`src/hw/rtl/shw_pkg.sv`:
```
// Package for the session heartbeat watchdog.
// Holds the request and result types, event and status codes and the register map.
// No dependencies.
package shw_pkg;

  localparam int unsigned KindW  = 3;
  localparam int unsigned StampW = 64;
  localparam int unsigned LimitW = 32;
  localparam int unsigned MissW  = 9;
  localparam int unsigned MaxMissW = 8;
  localparam int unsigned CfgIdxW  = 2;
  localparam int unsigned CfgDataW = 32;

  localparam logic [MissW-1:0] MissSat = 9'd511;

  localparam logic [LimitW-1:0]   RegisterWaitRst = 32'd10000;
  localparam logic [LimitW-1:0]   ReplyTimeoutRst = 32'd5000;
  localparam logic [MaxMissW-1:0] MaxMissesRst    = 8'd3;

  localparam logic [KindW-1:0] KIND_ATTACH   = 3'd0;
  localparam logic [KindW-1:0] KIND_REGISTER = 3'd1;
  localparam logic [KindW-1:0] KIND_HB_SENT  = 3'd2;
  localparam logic [KindW-1:0] KIND_REPLY    = 3'd3;
  localparam logic [KindW-1:0] KIND_CHECK    = 3'd4;

  localparam logic [CfgIdxW-1:0] CFG_REGISTER_WAIT = 2'd0;
  localparam logic [CfgIdxW-1:0] CFG_REPLY_TIMEOUT = 2'd1;
  localparam logic [CfgIdxW-1:0] CFG_MAX_MISSES    = 2'd2;

  typedef enum logic [2:0] {
    ST_UNREG   = 3'd0,
    ST_AWAIT   = 3'd1,
    ST_REPLIED = 3'd2,
    ST_TIMEOUT = 3'd3,
    ST_OFFLINE = 3'd4
  } status_e;

  typedef struct packed {
    logic [KindW-1:0]  kind;
    logic [StampW-1:0] now;
  } shw_in_t;

  typedef struct packed {
    logic             kick;
    logic [2:0]       status;
    logic             heartbeat_due;
    logic [MissW-1:0] misses;
  } shw_out_t;

  typedef struct packed {
    logic [LimitW-1:0]   register_wait;
    logic [LimitW-1:0]   reply_timeout;
    logic [MaxMissW-1:0] max_misses;
  } shw_cfg_t;

endpackage

```
`src/hw/rtl/shw_cfg_regs.sv`:
```
// Configuration registers of the session heartbeat watchdog.
// Decodes the register index of each write request; depends on shw_pkg.
module shw_cfg_regs (
  input  logic                          clk_i,
  input  logic                          rst_ni,
  input  logic                          cfg_valid_i,
  output logic                          cfg_ready_o,
  input  logic [shw_pkg::CfgIdxW-1:0]   cfg_index_i,
  input  logic [shw_pkg::CfgDataW-1:0]  cfg_data_i,
  output shw_pkg::shw_cfg_t             cfg_o
);
  import shw_pkg::*;

  shw_cfg_t cfg_d, cfg_q;

  assign cfg_ready_o = 1'b1;

  always_comb begin
    cfg_d = cfg_q;
    if (cfg_valid_i) begin
      unique case (cfg_index_i)
        CFG_REGISTER_WAIT: cfg_d.register_wait = cfg_data_i;
        CFG_REPLY_TIMEOUT: cfg_d.reply_timeout = cfg_data_i;
        CFG_MAX_MISSES:    cfg_d.max_misses    = cfg_data_i[MaxMissW-1:0];
        default:           cfg_d = cfg_q;
      endcase
    end
  end

  always_ff @(posedge clk_i or negedge rst_ni) begin
    if (!rst_ni) begin
      cfg_q.register_wait <= RegisterWaitRst;
      cfg_q.reply_timeout <= ReplyTimeoutRst;
      cfg_q.max_misses    <= MaxMissesRst;
    end else begin
      cfg_q <= cfg_d;
    end
  end

  assign cfg_o = cfg_q;

endmodule

```
`src/hw/rtl/shw_session.sv`:
```
// Session state and event evaluation of the session heartbeat watchdog.
// Computes the result of one request and updates the state on step_i; depends on shw_pkg.
module shw_session (
  input  logic               clk_i,
  input  logic               rst_ni,
  input  logic               step_i,
  input  shw_pkg::shw_in_t   item_i,
  input  shw_pkg::shw_cfg_t  cfg_i,
  output shw_pkg::shw_out_t  res_o
);
  import shw_pkg::*;

  status_e           status_d, status_q;
  logic [StampW-1:0] attach_d, attach_q;
  logic [StampW-1:0] request_d, request_q;
  logic [MissW-1:0]  miss_d, miss_q;

  logic [StampW-1:0] stamp_sel;
  logic [LimitW-1:0] limit_sel;
  logic [StampW:0]   diff;
  logic              expired;
  logic [MissW-1:0]  miss_inc;
  logic              kick;

  assign stamp_sel = (status_q == ST_UNREG) ? attach_q : request_q;
  assign limit_sel = (status_q == ST_UNREG) ? cfg_i.register_wait : cfg_i.reply_timeout;
  assign diff      = {1'b0, item_i.now} - {1'b0, stamp_sel};
  assign expired   = !diff[StampW] &&
                     (diff[StampW-1:0] > {{(StampW-LimitW){1'b0}}, limit_sel});
  assign miss_inc  = (miss_q != MissSat) ? miss_q + 1'b1 : miss_q;

  always_comb begin
    status_d  = status_q;
    attach_d  = attach_q;
    request_d = request_q;
    miss_d    = miss_q;
    kick      = 1'b0;
    unique case (item_i.kind)
      KIND_ATTACH: begin
        attach_d = item_i.now;
        status_d = ST_UNREG;
        miss_d   = '0;
      end
      KIND_REGISTER, KIND_HB_SENT: begin
        status_d  = ST_AWAIT;
        request_d = item_i.now;
      end
      KIND_REPLY: begin
        if (status_q != ST_OFFLINE) begin
          status_d = ST_REPLIED;
          miss_d   = '0;
        end
      end
      KIND_CHECK: begin
        if (status_q == ST_UNREG && expired) begin
          status_d = ST_OFFLINE;
          kick     = 1'b1;
        end else if (status_q == ST_AWAIT && expired) begin
          miss_d = miss_inc;
          if (miss_inc > {1'b0, cfg_i.max_misses}) begin
            status_d = ST_OFFLINE;
            kick     = 1'b1;
          end else begin
            status_d = ST_TIMEOUT;
          end
        end
      end
      default: begin
        status_d = status_q;
      end
    endcase
  end

  always_ff @(posedge clk_i or negedge rst_ni) begin
    if (!rst_ni) begin
      status_q  <= ST_UNREG;
      attach_q  <= '0;
      request_q <= '0;
      miss_q    <= '0;
    end else if (step_i) begin
      status_q  <= status_d;
      attach_q  <= attach_d;
      request_q <= request_d;
      miss_q    <= miss_d;
    end
  end

  assign res_o.kick          = kick;
  assign res_o.status        = status_d;
  assign res_o.heartbeat_due = (status_d != ST_UNREG) && (status_d != ST_OFFLINE);
  assign res_o.misses        = miss_d;

`ifndef ASSERT_OFF
  a_miss_step: assert property (@(posedge clk_i) disable iff (!rst_ni)
    step_i |=> (miss_q == '0) || (miss_q == $past(miss_q)) ||
               (miss_q == $past(miss_q) + 1'b1))
    else $error("miss count moved by more than one");
  a_kick_check: assert property (@(posedge clk_i) disable iff (!rst_ni)
    kick |-> (item_i.kind == KIND_CHECK) && expired)
    else $error("kick without an expired check");
  a_offline_sticky: assert property (@(posedge clk_i) disable iff (!rst_ni)
    step_i && status_q == ST_OFFLINE && item_i.kind == KIND_REPLY |=> status_q == ST_OFFLINE)
    else $error("reply left the offline status");
`endif

endmodule

```
`src/hw/rtl/session_heartbeat_watchdog.sv`:
```
// Top level of the session heartbeat watchdog.
// Input register, session evaluation and result register; depends on shw_pkg,
// shw_cfg_regs and shw_session.
//
// The watchdog accepts one event request per clock cycle while the input is ready, and
// returns exactly one result for each; the request is held in the input register and its
// result in the result register, with a single stage between them, a 64-bit
// subtract of the selected stamp from the event time and its compare against the
// selected limit. Back-pressure on the result side holds the input register. While a
// result waits, one more request can still be taken into an empty input register, and
// the input then stalls until the result is taken. Configuration writes are always
// accepted and take effect at the next cycle; there is no clearing pass after reset.
module session_heartbeat_watchdog (
  input  logic                          clk_i,
  input  logic                          rst_ni,
  input  logic                          in_valid_i,
  output logic                          in_ready_o,
  input  shw_pkg::shw_in_t              in_data_i,
  output logic                          out_valid_o,
  input  logic                          out_ready_i,
  output shw_pkg::shw_out_t             out_data_o,
  input  logic                          cfg_valid_i,
  output logic                          cfg_ready_o,
  input  logic [shw_pkg::CfgIdxW-1:0]   cfg_index_i,
  input  logic [shw_pkg::CfgDataW-1:0]  cfg_data_i
);
  import shw_pkg::*;

  shw_cfg_t cfg;
  shw_in_t  in_data_q;
  logic     in_valid_d, in_valid_q;
  shw_out_t res;
  shw_out_t out_data_q;
  logic     out_valid_d, out_valid_q;
  logic     advance;
  logic     in_take;

  assign advance    = in_valid_q && (!out_valid_q || out_ready_i);
  assign in_ready_o = !in_valid_q || advance;
  assign in_take    = in_valid_i && in_ready_o;

  assign in_valid_d  = in_take ? 1'b1 : (advance ? 1'b0 : in_valid_q);
  assign out_valid_d = advance ? 1'b1 : (out_ready_i ? 1'b0 : out_valid_q);

  shw_cfg_regs u_cfg (
    .clk_i       (clk_i),
    .rst_ni      (rst_ni),
    .cfg_valid_i (cfg_valid_i),
    .cfg_ready_o (cfg_ready_o),
    .cfg_index_i (cfg_index_i),
    .cfg_data_i  (cfg_data_i),
    .cfg_o       (cfg)
  );

  shw_session u_session (
    .clk_i  (clk_i),
    .rst_ni (rst_ni),
    .step_i (advance),
    .item_i (in_data_q),
    .cfg_i  (cfg),
    .res_o  (res)
  );

  always_ff @(posedge clk_i or negedge rst_ni) begin
    if (!rst_ni) begin
      in_valid_q  <= 1'b0;
      out_valid_q <= 1'b0;
    end else begin
      in_valid_q  <= in_valid_d;
      out_valid_q <= out_valid_d;
    end
  end

  always_ff @(posedge clk_i) begin
    if (in_take) begin
      in_data_q <= in_data_i;
    end
    if (advance) begin
      out_data_q <= res;
    end
  end

  assign out_valid_o = out_valid_q;
  assign out_data_o  = out_data_q;

`ifndef ASSERT_OFF
  a_kick_offline: assert property (@(posedge clk_i) disable iff (!rst_ni)
    out_valid_o && out_data_o.kick |-> out_data_o.status == ST_OFFLINE)
    else $error("kick reported without offline status");
  a_due_match: assert property (@(posedge clk_i) disable iff (!rst_ni)
    out_valid_o |-> out_data_o.heartbeat_due ==
      ((out_data_o.status != ST_UNREG) && (out_data_o.status != ST_OFFLINE)))
    else $error("heartbeat eligibility disagrees with status");
  a_held_request: assert property (@(posedge clk_i) disable iff (!rst_ni)
    in_valid_q && !advance |=> in_valid_q && $stable(in_data_q))
    else $error("stalled request lost from the input register");
`endif

endmodule
```
`config.mk`:
```
export PLATFORM = sky130hd
export DESIGN_NAME = session_heartbeat_watchdog
export DESIGN_NICKNAME = d
export VERILOG_FILES = /design/src/hw/rtl/shw_pkg.sv /design/src/hw/rtl/shw_cfg_regs.sv /design/src/hw/rtl/shw_session.sv /design/src/hw/rtl/session_heartbeat_watchdog.sv
export SDC_FILE = /design/constraint.sdc
export NUM_CORES = 1
export LEC_CHECK = 0
export BUFFER_PORTS_ARGS = -buffer_cell sky130_fd_sc_hd__buf_2
export CORE_MARGIN = 1.5
export CORE_UTILIZATION = 35
export DETAILED_ROUTE_END_ITERATION = 16
export PLACE_DENSITY = 0.53
export SYNTH_ARGS = -nofsm -noshare
export SYNTH_HDL_FRONTEND = slang
export SYNTH_SLANG_ARGS = --single-unit
```
`constraint.sdc`:
```
create_clock -name clk_i -period 13.6 [get_ports clk_i]
set_input_delay 0.68 -clock clk_i [delete_from_list [all_inputs] [get_ports clk_i]]
set_output_delay 0.68 -clock clk_i [all_outputs]
set_load 0.05 [all_outputs]
```
# Word-level counts from Yosys, hierarchy flattened
# Index checks and enable logic that the tools add are counted.
# word_totals
regBits	295
output_inout_bits	17
# op_classes
n_addsub	2
n_lt_le_gt_ge	2
n_eq_ne	10
n_mux	19
n_reduce_logical	23
# op_table
operator	n
$sub 64x64->65	1
$gt 64x32->1	1
$mux 64	1
$mux 9	4
$mux 32	1
$pmux 9 s3	1
$mux 3	4
$pmux 3 s4	1
$reduce_and 2->1	5
$add 9x1->9 const B	1
$gt 9x8->1	1
$ne 9x9->1 const B	1
$mux 1	7
$eq 3x1->1 const B	2
$eq 3x2->1 const B	2
$logic_and 1x1->1	6
$logic_not 3->1	2
$ne 3x3->1 const B	2
$reduce_bool 2->1	2
$eq 3x3->1 const B	1
$logic_not 1->1	3
$reduce_bool 3->1	1
$eq 2x1->1 const B	1
$eq 2x2->1 const B	1
3 further kinds	4

# Depth between registers and ports, before layout
# Gate-level depths: netlist (run 1).
# depth
depth_word	11
ltp_mapped	29
depth_no_buf	25

# By module
# Synthesis (run 1) repeated with hierarchy kept, for this count alone.
# hier_totals
hier_cells	1538
hier_area_um2	17219.0
# by_module_without_submodules
module	instances	cells_each	area_per_inst_um2	seq_area_each_um2
shw_session	1	1294	11942.7	3503.4
shw_cfg_regs	1	155	2740.1	1816.7
session_heartbeat_watchdog	1	89	2536.2	2482.4

# Least setup slack after synthesis (run 1)
# Ideal clock, no wire load.
# synth_path
path_type	reg-to-reg
from	register u_session.status_q[0]
to	register out_data_q, in the netlist out_data_o[3] (data pin)
arrival_ns	5.820
required_time_ns	13.344
setup_slack_ns	7.523
path_stages_with_launch	29
n_path_buf	4
cell_sequence	dfrtp_1 > clkbuf_1 > nor3_1 > clkbuf_1 > buf_1 > mux2i_1 > ha_1 > nor2b_1 > o21ai_0 > o211ai_1 > a22oi_1 > a21oi_1 > nor2_1 > nor4_1 > nor2_1 > xnor2_1 > ha_1 > a21o_1 > a221o_1 > a21oi_1 > o211ai_1 > a21oi_1 > a21oi_1 > or4_1 > nor4_1 > and4_4 > a211oi_4 > buf_6 > a22o_1
# synth_lines
element	line	text
start: declaration	shw_session.sv:13	status_e status_d, status_q;
start signal: assignment	shw_session.sv:81	status_q <= status_d;
end signal: assignment	session_heartbeat_watchdog.sv:79	out_data_q <= res;
end: declaration	session_heartbeat_watchdog.sv:33	shw_out_t out_data_q;

==> results of run 1 <==
## cells in the final DEF (no fill, tap or decap), types with 8 or more instances in the layout
cell type,Yosys,layout
nand2_1,119,118
xnor2_1,29,29
a211oi_1,11,11
edfxtp_1,81,81
clkbuf_8,0,8
buf_2,8,120
o211ai_1,15,15
ha_1,105,105
a21oi_1,119,119
mux2i_1,102,102
dfstp_2,12,12
o21ai_0,66,66
dfrtp_1,202,202
nand3_1,18,18
nor4_1,12,11
nand4_1,41,41
nor3_1,26,25
mux2_2,206,206
a21o_1,17,17
clkbuf_16,0,37
inv_1,26,26
a22o_1,9,9
xor2_1,19,19
o21a_1,20,20
nor2_1,80,80
o21bai_1,9,9
clkbuf_1,41,10
## worst max path at each step
stage / to / slack [ps] / depth (start not counted) / startpoint
floorplan: out_data_o[3] / 7520 / 28 / u_session.status_q[0]
global placement: out_data_o[9] / 6780 / 25 / u_session.status_q[0]
detailed placement: out_data_o[9] / 6630 / 25 / u_session.status_q[0]
CTS: out_data_o[9] / 6620 / 25 / u_session.status_q[0]
global route: out_data_o[9] / 5980 / 25 / u_session.status_q[0]
finish: out_data_o[9] / 6680 / 25 / u_session.status_q[0]
## layer usage
layer / global-route usage / wire length [microns] / vias to the layer above
met1: 0.247 / 21500 / 6255
met5: 0 / 0 / -
met2: 0.294 / 21000 / 234
met3: 0.0220 / 1530 / 68
li1: - / - / 6031
met4: 0.0602 / 1170 / 0
## synthesized netlist by cell type, types with 9 or more instances
| master | count | area (sq um) |
|---|---|---|
| mux2_2 | 206 | 2320 |
| a21oi_1 | 119 | 596 |
| nor3_1 | 26 | 130 |
| o21a_1 | 20 | 150 |
| nand3_1 | 18 | 90.1 |
| mux2i_1 | 102 | 1020 |
| o211ai_1 | 15 | 113 |
| a21o_1 | 17 | 128 |
| buf_1 | 11 | 41.3 |
| dfrtp_1 | 202 | 5050 |
| edfxtp_1 | 81 | 2430 |
| a211oi_1 | 11 | 82.6 |
| xnor2_1 | 29 | 254 |
| a22o_1 | 9 | 78.8 |
| ha_1 | 105 | 1310 |
| nand2_1 | 119 | 447 |
| dfstp_2 | 12 | 315 |
| o21bai_1 | 9 | 67.6 |
| nor2_1 | 80 | 300 |
| nand4_1 | 41 | 257 |
| inv_1 | 26 | 97.6 |
| nor4_1 | 12 | 75.1 |
| xor2_1 | 19 | 166 |
| clkbuf_1 | 41 | 154 |
| o21ai_0 | 66 | 330 |
## per-stage QoR
step | cell area [sq um] | total power [uW] | instances
after floorplan | 17200 | 2370 | 1546
after global placement | 18500 | 2800 | 2276
after detailed placement | 18500 | 2820 | 2276
final | 19700 | 3760 | 2342
after global routing | 19700 | 4020 | 2342
after CTS | 19700 | 3790 | 2342
## cell families after synthesis
| kind of cell | count (synthesis) | share of synthesized area |
|---|---|---|
| DFF | 295 | 0.452 |
| buffers and inverters | 89 | 0.0208 |
| muxes | 308 | 0.194 |
| adders and majority gates | 106 | 0.0773 |
| xor gates and xnor gates | 48 | 0.0244 |
| and+or+nand+nor | 346 | 0.0965 |
| AOI/OAI and AO/OA | 353 | 0.135 |
| other | 1 | 0.000217 |
## sequential cells by signal, indices dropped and copies added, names as in the netlist
| register | flops |
|---|---|
| u_cfg.cfg_o | 72 |
| in_data_q | 67 |
| u_session.attach_q | 64 |
| u_session.request_q | 64 |
| out_data_o | 14 |
| u_session.miss_q | 9 |
| u_session.status_q | 3 |
| in_valid_q | 1 |
| out_valid_o | 1 |
## final cells by class
type	instances	area, sq um
flip-flops and latches	295	7800
multi-input cells	1162	9110
fillers	4751	29000
clock buffers	54	1060
clock inverters	12	121
repair buffers	129	687
inverters	26	97.6
well taps	664	831
## power by group through the flow
stage | Clock, uW | Combinational, uW | Sequential (uW)
2_1_floorplan | 0 | 1180 | 1190
3_3_place_gp | 0 | 1600 | 1200
3_5_place_dp | 0 | 1610 | 1210
4_1_cts | 980 | 1620 | 1190
5_1_grt | 1010 | 1800 | 1210
6_report | 945 | 1620 | 1190
==> results.cfg, run 1 <==
[cts]
htreeDepth = 2
post_cts.repair.setup_buffers = 0
clkLatencyLatePin_ps = 550
ctsResizeCount = 0
cts.clk_slew.worst_paths_ps = 60
cts_buffer_depth = 3
clock_sinks = 295
cts_hold_buf = 0
cts-root-buf = clkbuf_16
cts_tree = built
cts_buffers = 36

[global_routing]
grt_overflow = 0
grt_pass1_vias = 12900
grt_start_max_net_pins = 97
grt_usage = 0.180
grt_pass1_wl_microns = 71500
antenna_found_initial = 0

[yosys]
synth_edf_count = 81
synth-seq-area-share = 0.452
ys.flop_type = dfrtp_1
synth.avg_cell_area_sq_um = 11.2
netlist_instances = 1546
yosys_warnings = 0
synth-async-reset-ratio = 0.725
syn_nets = 1758
yosysUniqueCellTypes = 84
synth_area_sq_um = 17200
ys_ff_latch = 295

[critical_path]
path_buf_inv = 2
worstPathMaxFanout = 96
r2r_cells = 25
critical_path_class = register to register
cpMaxStageDelayCell = or4_1
r2r_setup_slack_ps = 6680
crit_top_cell = a21oi_1
worstPathArrival_ps = 7180
reg2reg_from = u_session.status_q[0]
required_ps = 13860
cp_top_family = compound AO/OA/AOI/OAI gates
timing.rr.end = out_data_o[9]
start_kind = register
cp-end-kind = register
slowest_delay_ps = 530

[place]
hpwl_microns = 33800
gp_congestion = 0.928
port_buffers = 121
pre_cts_slack_ps = 6630

[floorplan]
dieArea_sq_um = 50600
die_w_microns = 225
ios = 123
core_area_sq_um = 48700
die_y_microns = 225
initial_utilization = 0.354
std_cell_rows = 81

[sta]
min_period_ps = 6920
hold_viol = 0
tightest_slew_ps = 1010
holdWs_ps = 213
finalSetupViolCount = 0
slew_headroom = 0.325
rsz0062_at_grt = false
fmax_ghz = 0.145
fin_crit_sh = 0.509
fin_worst_skew_ps = 19.1
setup_tns_ps = 0
finalWorstSetupSlack_ps = 6680
drv_slew = 0

[run]
max-cap-violations = 0

[outcome]
status = completed

[route]
via_count = 12600
ant_nets = 0
drtPass1Iterations = 5
wl_per_cell_microns = 19.3
post-route-drc-count = 0
vias_per_cell = 5.37
first_iter_violations = 785
routed_wl_microns = 45200

[power_and_ir_drop]
switching_share = 0.382
seqPwrFrac = 0.317
p_comb_frac = 0.432
p_leak_uw = 0.00788
ir_drop_mv = 0.0793
pwr-share-clk = 0.252
switchingPower_uw = 1430
powerDensity_nw_per_um2 = 191
p_int_uw = 2320

[final_layout]
nets = 1862
final_util = 0.404
diodes = 0
areaGrowthSynthToFinish_pct = 14.3
final_layout_size_suffix_gt1_frac = 0.259

[min_path]
hold_path.class = primary input to async pin
Note: power is estimated with default switching activity, not from simulation.
==> run 2, diff against run 1 <==
--- a/config.mk
+++ b/config.mk
@@ -5,11 +5,12 @@
 export SDC_FILE = /design/constraint.sdc
 export NUM_CORES = 1
 export LEC_CHECK = 0
+export ABC_AREA = 1
 export BUFFER_PORTS_ARGS = -buffer_cell sky130_fd_sc_hd__buf_2
 export CORE_MARGIN = 1.5
 export CORE_UTILIZATION = 35
 export DETAILED_ROUTE_END_ITERATION = 16
-export PLACE_DENSITY = 0.53
+export PLACE_DENSITY = 0.55
 export SYNTH_ARGS = -nofsm -noshare
 export SYNTH_HDL_FRONTEND = slang
 export SYNTH_SLANG_ARGS = --single-unit
==> constraint.sdc (replaced) <==
create_clock -name clk_i -period 6.1 [get_ports clk_i]
set_input_delay 0.305 -clock clk_i [delete_from_list [all_inputs] [get_ports clk_i]]
set_output_delay 0.305 -clock clk_i [all_outputs]
set_load 0.05 [all_outputs]
==> run 2 against run 1 <==
First-iteration DRC count rose by 30%. Power rose to 3.1 times the previous value. Fmax rose by 28%. Area after synthesis rose by 9.1%. Cell area rose by 13%. Worst hold slack got worse by 180 ps. Critical path depth rose by 7. Global-route usage rose by 2.2 points. Clock skew rose by 5.8 ps. Critical path type unchanged. Critical endpoint is now out_data_o[11].
==> results.cfg, run 2 <==
[outcome]
status = completed

[min_path]
whs_path_depth = 3
hold_path.class = primary input to register

[critical_path]
required_ps = 6410
cpMaxStageDelayCell = dfrtp_1
slowest_delay_ps = 430
worstPathArrival_ps = 5710
start_kind = register
crit_top_cell = nand2_1
cp-end-kind = register
worstPathMaxFanout = 28
r2r_cells = 32
critical_path_class = register to register

[route]
wl_per_cell_microns = 16.0
vias_per_cell = 4.73
routed_wl_microns = 55200
ant_nets = 0
wl_met3_microns = 2170
post-route-drc-count = 0
via_count = 16300
first_iter_violations = 1021
wl_met1_microns = 25300
top_layer = met4
drtPass1Iterations = 6
dr_wl_met2_microns = 26600

[power_and_ir_drop]
powerDensity_nw_per_um2 = 518
ir_drop_mv = 0.236
p_leak_uw = 0.0119

[global_routing]
grt_pass1_vias = 16300
grt_usage = 0.202
grt_overflow = 0
grt_pass1_wl_microns = 88500
antenna_found_initial = 0
grt_start_max_net_pins = 95

[final_layout]
largest_reg_flops = 72
final_util = 0.419
fillCellCount = 5418
nets = 2937
mostFrequentLayoutCells = nand2_1 (878), inv_1 (436), o21ai_0 (228)
mostFrequentLayoutCell = nand2_1
diodes = 0
final_layout_size_suffix_gt1_frac = 0.0948
areaGrowthSynthToFinish_pct = 17.8
final_area_sq_um = 22200

[yosys]
syn_nets = 2746
ys.flop_type = dfrtp_1
synth-seq-area-share = 0.415
synth.avg_cell_area_sq_um = 7.43
yosys_warnings = 0
synth_edf_count = 81
synth_top_cells_by_count = nand2_1 (880), inv_1 (437), o21ai_0 (228)
synth-async-reset-ratio = 0.725
netlist_instances = 2534
synth.area.top_cells = dfrtp_1 (27%), nand2_1 (18%), edfxtp_1 (13%)
yosysUniqueCellTypes = 45
synth_area_sq_um = 18800
yosysTopAreaCell = dfrtp_1
yosysMostFrequentCell = nand2_1
ys_ff_latch = 295
synth_top_area_frac = 0.269

[cts]
clkLatencyLatePin_ps = 560
cts.clk_slew.worst_paths_ps = 60
htreeDepth = 2
post_cts.repair.setup_buffers = 0
cts-root-buf = clkbuf_16
cts_buffer_depth = 3
cts_buffers = 36
clock_sinks = 295
cts_tree = built

[floorplan]
die_y_microns = 235
initial_utilization = 0.356
core_area_sq_um = 52900
ios = 123
std_cell_rows = 84
dieArea_sq_um = 55200
die_w_microns = 235

[run]
max-cap-violations = 0

[sta]
hold_viol = 0
min_period_ps = 5400
fin_crit_sh = 0.886
fmax_ghz = 0.185
fin_worst_skew_ps = 24.8
finalSetupViolCount = 0
rsz0062_at_grt = false
setup_tns_ps = 0
drv_slew = 0
tightest_slew_ps = 1140
slew_headroom = 0.231

[place]
placed_area_sq_um = 20200
port_buffers = 121
gp_congestion = 0.992
hpwl_microns = 42900
run 2: cell types whose count changed in the layout (fill, tap and decap cells not counted), moves of 56 or more:
cell | previous run | this run
dlygate4sd3_1 | 0 | 77
o21ai_0 | 66 | 228
nand2_1 | 118 | 878
nand3_1 | 18 | 74
inv_1 | 26 | 436
mux2_2 | 206 | 2
run 2: worst paths after layout:
kind	slack, ps	to	startpoint
max in group asynchronous	4310	u_session.attach_q[38]	rst_ni
worst max register to register	700	out_data_o[11]	u_session.status_q[1]
worst max-delay path	700	out_data_o[11]	u_session.status_q[1]
min in group asynchronous	380	in_valid_q	rst_ni
worst min-delay path	40	u_cfg.cfg_o[34]	cfg_data_i[26]
worst min register to register	480	u_session.request_q[0]	u_session.request_q[0]
run 2: layout make-up:
class,instances,area (sq um),area share
clock inverters,19,233,0.0105
well taps,688,861,0.0388
inverters,443,1660,0.0750
multi-input cells,1740,9170,0.413
repair buffers,209,1480,0.0667
flip-flops and latches,295,7800,0.352
clock buffers,47,972,0.0438
run 2: repair_timing:
| item | 4_1_cts | 5_1_grt |
|---|---|---|
| resized for setup | 0 | 1 |
| endpoints found under the hold margin | 158 | 0 |
| hold buffers | 77 | 0 |
| endpoints found under the setup margin | 0 | 2 |
run 2: routing by layer:
| metal | vias up | global-route usage |
|---|---|---|
| li1 | 8366 | - |
| met1 | 7550 | 0.261 |
| met2 | 288 | 0.354 |
| met3 | 62 | 0.0291 |
| met4 | 0 | 0.0523 |
| met5 | - | 0 |
run 2: stage by stage:
step	setup WS (ps)	std cells	power, uW	hold slack [ps]
2_1_floorplan	1600	2534	7410	9.41
3_3_place_gp	563	3298	9230	431
3_5_place_dp	636	3298	9300	452
4_1_cts	579	3441	11600	11.1
5_1_grt	70.6	3441	12600	35.0
6_report	696	3441	11500	36.9
run 2: power breakdown:
group	switching, uW	internal (uW)	total, uW
Clock	872	1310	2180
Combinational	4270	2250	6520
Sequential	272	2520	2790
Total	5420	6080	11500
run 2: cells by family after synthesis:
family	synth area share
XOR/XNOR	0.0168
flip-flops	0.415
adder cells (fa/ha/maj)	0.0709
multiplexers	0.0512
AO/OA/AOI/OAI	0.0907
AND/OR/NAND/NOR	0.255
other	0.000199
buffers and inverters	0.100
run 2: worst max-delay path, delay by kind of cell (launching register included):
family                     cells  cell delay [ps]
AOI/OAI and AO/OA              1              130
xor gates and xnor gates       1              260
adders and majority gates      2              710
buffers and inverters          3              430
DFF                            1              430
muxes                          1              140
and+or+nand+nor               24             2990
